### config.mk
export PLATFORM = sky130hd
export DESIGN_NAME = csa_fit
export DESIGN_NICKNAME = d
export VERILOG_FILES = /design/src/rtl/csa_pkg.sv /design/src/rtl/csa_fit.sv
export SDC_FILE = /design/constraint.sdc
export NUM_CORES = 1
export LEC_CHECK = 0
export BUFFER_PORTS_ARGS = -buffer_cell sky130_fd_sc_hd__clkbuf_2
export CORE_UTILIZATION = 36
export DETAILED_ROUTE_END_ITERATION = 12
export PLACE_DENSITY = 0.84
export SLEW_MARGIN = 5
export SYNTH_ARGS = -nofsm -noshare
export SYNTH_HDL_FRONTEND = slang
export SYNTH_SLANG_ARGS = --single-unit
### constraint.sdc
create_clock -name vclk -period 2.7
set_input_delay 0.405 -clock vclk [all_inputs]
set_output_delay 0.405 -clock vclk [all_outputs]
set_load 0.01 [all_outputs]
### src/rtl/csa_pkg.sv
// ----------------------------------------------------------------------------
// csa_pkg
// Shared types and constants of the contiguous segment allocator.
// ----------------------------------------------------------------------------
`default_nettype none

package csa_pkg;

  localparam int KEY_W  = 16;
  localparam int SIZE_W = 25;
  localparam int BASE_W = 24;
  localparam int PID_W  = 32;
  localparam int ST_W   = 3;
  localparam int LIVE_W = 7;

  localparam logic [SIZE_W-1:0] POOL_CAP   = 25'h1000000;
  localparam logic [SIZE_W-1:0] POOL_RESET = 25'h0100000;

  typedef enum logic [1:0] {
    KIND_REQ,
    KIND_REL,
    KIND_PACK,
    KIND_INIT
  } csa_kind_t;

  typedef enum logic [1:0] {
    FIT_FIRST,
    FIT_BEST,
    FIT_WORST,
    FIT_NONE
  } csa_fit_t;

  typedef enum logic [ST_W-1:0] {
    ST_OK,
    ST_ZERO,
    ST_KEY,
    ST_DUP,
    ST_NOSP,
    ST_NOTF,
    ST_FULL
  } csa_status_t;

  typedef enum logic [3:0] {
    S_INIT,
    S_IDLE,
    S_SCAN,
    S_EVAL,
    S_RQN,
    S_NB1,
    S_NB2,
    S_MOVE,
    S_FIN,
    S_PACK,
    S_PFIN,
    S_DONE
  } csa_state_t;

  typedef struct packed {
    logic [BASE_W-1:0] base;
    logic [SIZE_W-1:0] len;
    logic              proc;
    logic [KEY_W-1:0]  key;
    logic [PID_W-1:0]  pid;
  } csa_entry_t;

  typedef struct packed {
    logic take;
    logic key_hit;
  } csa_match_t;

endpackage

`default_nettype wire

### src/rtl/csa_fit.sv
// ----------------------------------------------------------------------------
// csa_fit
// Compare unit applied to one table entry per cycle: hole fit choice and
// process key match.
// ----------------------------------------------------------------------------
`default_nettype none

module csa_fit (
  input  wire csa_pkg::csa_entry_t         ent,
  input  wire logic                        is_rel,
  input  wire logic [csa_pkg::KEY_W-1:0]   key,
  input  wire logic [csa_pkg::SIZE_W-1:0]  size,
  input  wire csa_pkg::csa_fit_t           fit,
  input  wire logic                        have,
  input  wire logic [csa_pkg::SIZE_W-1:0]  pick_len,
  output csa_pkg::csa_match_t              res
);
  import csa_pkg::*;

  logic qual;

  always_comb begin
    qual        = !ent.proc && (ent.len >= size);
    res.key_hit = ent.proc && (ent.key == key);
    if (is_rel) begin
      res.take = res.key_hit && !have;
    end else begin
      unique case (fit)
        FIT_FIRST: res.take = qual && !have;
        FIT_BEST:  res.take = qual && (!have || (ent.len < pick_len));
        FIT_WORST: res.take = qual && (!have || (ent.len > pick_len));
        FIT_NONE:  res.take = 1'b0;
        default:   res.take = 1'b0;
      endcase
    end
  end

endmodule

`default_nettype wire

# After elaboration in Yosys (flattened, before gate mapping)
# Index checks and enable logic that the tools add are counted.
[word_totals]
output_inout_bits = 2
word_cells = 20
input_bits = 168
reg_bits = 0
[classes]
n_lt_le_gt_ge = 3
n_reduce_logical = 11
eq_ne = 4
mux = 2
[op_table]
columns = ["cell", "n"]
rows = [
  ["greater-or-equal comparator 25 bit", 1],
  ["> comparator 25 bit", 1],
  ["< comparator 25 bit", 1],
  ["== test 16 bit", 1],
  ["logical AND 1 bit", 6],
  ["== test 2 bit, second input constant", 2],
  ["one-hot mux 1 bit (4 select lines)", 1],
  ["== test 2 x 1 -> 1 bit, second input constant", 1],
  ["logical NOT 1 bit", 2],
  ["logical NOT 2 bit", 1],
  ["logical OR 1 bit", 2],
  ["two-way mux 1 bit", 1],
]

# Depth between registers and ports, before layout
[logic_depth]
ltp_word = 5
mapped_depth = 8
depth_no_buf = 8

# Least setup slack after synthesis
# OpenSTA, ideal clock, no wires.
[synth_timing]
path_kind = "input port to output port"
start = "in pick_len[23] (netlist bit)"
end = "out res[1] (netlist bit)"
arrival_time_ns = 2.116
path_slack_ns = 0.179
path_buffers = 0
required_ns = 2.295
stages = 8
path_cell_list = "inv_1 -> ha_1 -> nand4_2 -> nor4_2 -> nand4_1 -> o211a_1 -> o311a_1 -> a211oi_2"
[synth_rtl]
columns = ["element", "line", "rtl"]
rows = [
  ["start, declared", "csa_fit.sv:15", "input wire logic [csa_pkg::SIZE_W-1:0] pick_len,"],
  ["end, declared", "csa_fit.sv:16", "output csa_pkg::csa_match_t res"],
]

==> run metrics <==
status finished clean; worst-path fanout max 3; setup TNS 0 ns; commonest non-fill, non-tap cell in the layout clkbuf_2; peak supply drop slightly below 0.00006 V; drt pass-1 iters 4; min-delay worst type primary input to output pin; mapped cell area 0.00152 mm2; syn_nets 430; Syn Inst Count 210; Synth area leaders ha_1 (43%), inv_1 (13%), xnor2_1 (6.9%); final core occ approximately 59%; f_max 0.370 GHz; Worst Setup End Kind output pin; die width 67.0 um; antenna violations before repair 0; power share of the combinational group 100.0%; yosys warns 0; diode count 0; Fin. Hold Viols 0; vias in the first global route 1754; Area growth syn-to-layout 56.5%; # port buffers 114; slew margin rel. 73.2%; Filler Cells Inserted 375; Switching Fraction 45.6%; Register Area 0 um2; grt met1 use 21.7%; Yosys top cell area share 42.7%; GR Overflow Total 0; Pleak 0.00146 uW; final setup violating endpoints 0; most frequent cells in the layout clkbuf_2 (111), inv_1 (50), ha_1 (47); hpwl dp 4.06 mm; min Tclk post-route 2.70 ns; antenna viol nets, final 0; Initial Util 37.8%; nets 563; sequential-to-total area share from yosys stat 0%; largest net degree at the start of global routing 4; Reg power frac 0%; DR DRC count 0; switching power 151 uW; final RePlAce weighted congestion 0.791; M3 GR Usage 0.514%; max_cap viols 0; P_int ~180 uW; vias 1906; seq_cells 0; Final period util between 90% and 100%; Clock buffer cells 0; Worst setup SP type primary input; Die Y about 67 um; Crit Path Class primary input to output pin; I/O pin total 170; Slew Limit Fails 0; Clk pwr share 0%; worst path required time roughly 2.3 ns; Cell variety after synth 33; GRT busiest layer met2; cell row count 23; syn avg cell area 7.25 um2; share of cells above drive strength 1 approximately two fifths; Total GRT Usage a little under a fifth; die area 0.00449 mm2; GR met2 Demand/Resource between 30% and 40%; RSZ-0062 raised after global routing yes; slew at the pin with the worst max-slew slack 0.391 ns; final wirelength 4.36 mm; wire per inst 11.1 um; Pwr Density 139 mW/mm2; DRT iter0 DRCs 32; first-pass GRT wire length 6.74 mm; core area 0.00403 mm2; via-per-instance ratio 4.87; largest area contributor in the netlist ha_1; Worst EP arrival 2.29 ns
==> path summary, 6_finish.rpt <==
kind | start | endpoint | slack, ns | depth (start not counted)
max | ent[57] | res[1] | 0.0003 | 10
min | ent[48] | res[0] | 1.14 | 4
==> power groups by stage <==
stage	logic [uW]	registers [uW]	clock network (uW)
after floorplan	157	0	0
after global placement	296	0	0
after detailed placement	308	0	0
after CTS	316	0	0
after global routing	381	0	0
final	331	0	0
==> Yosys cell counts, types with 3 or more instances <==
cell / number
xnor2_1: 12
nand2_1: 11
ha_1: 52
a21oi_1: 16
nand4_1: 8
o21ai_0: 9
xor2_1: 4
nand3_1: 4
nor4_1: 3
inv_1: 53
nor2_1: 9
==> final cells by class <==
type / count / area, um2 / area share [%]
well taps: 50 / 62.6 / 2.63
multi-input cells: 157 / 1410 / 59.2
inverters: 53 / 199 / 8.35
repair buffers: 131 / 711 / 29.8
==> through the flow <==
stage,power (uW),cells,instance area (um2),hold WS [ns],setup WS [ns]
detailed placement,308,390,2280,1.14,-0.157
CTS,316,391,2300,1.14,-0.0549
global route,381,391,2380,1.17,-0.133
global placement,296,390,2280,1.11,-0.155
finish,331,391,2380,1.14,0.000313
floorplan,157,210,1520,0.911,0.179
==> cell families (layout without fill, tap and decap cells) <==
logic type | Yosys count | in the layout | share of synthesized area [%]
buf+inv | 53 | 184 | 13.1
fa+ha+maj | 52 | 52 | 42.7
simple gates | 46 | 46 | 16.5
compound gates | 43 | 43 | 18.5
xor+xnor | 16 | 16 | 9.20
==> critical path: stages <==
cell and delay (ns):
clkbuf_2 0.10, ha_1 0.29, nand4_1 0.18, nor3_1 0.32, a2111oi_2 0.06, buf_4 0.15
o211a_1 0.19, o311a_1 0.29, a211oi_2 0.14, buf_2 0.17
==> metal layers <==
| metal | vias to the layer above | routed length [um] |
|---|---|---|
| li1 | 999 | - |
| met1 | 834 | 1810 |
| met2 | 73 | 2240 |
| met3 | 0 | 309 |
| met4 | 0 | 0 |
| met5 | - | 0 |
==> what timing repair did <==
item / 4_1_cts / 5_1_grt
pin swaps: 5 / 3
gates resized for setup: 2 / 13
hold buffers: 0 / 0
endpoints found under the setup margin: 1 / 1
hold endpoints to repair: 0 / 0
buffers inserted: 1 / 0
(Power assumes the default switching activity.)
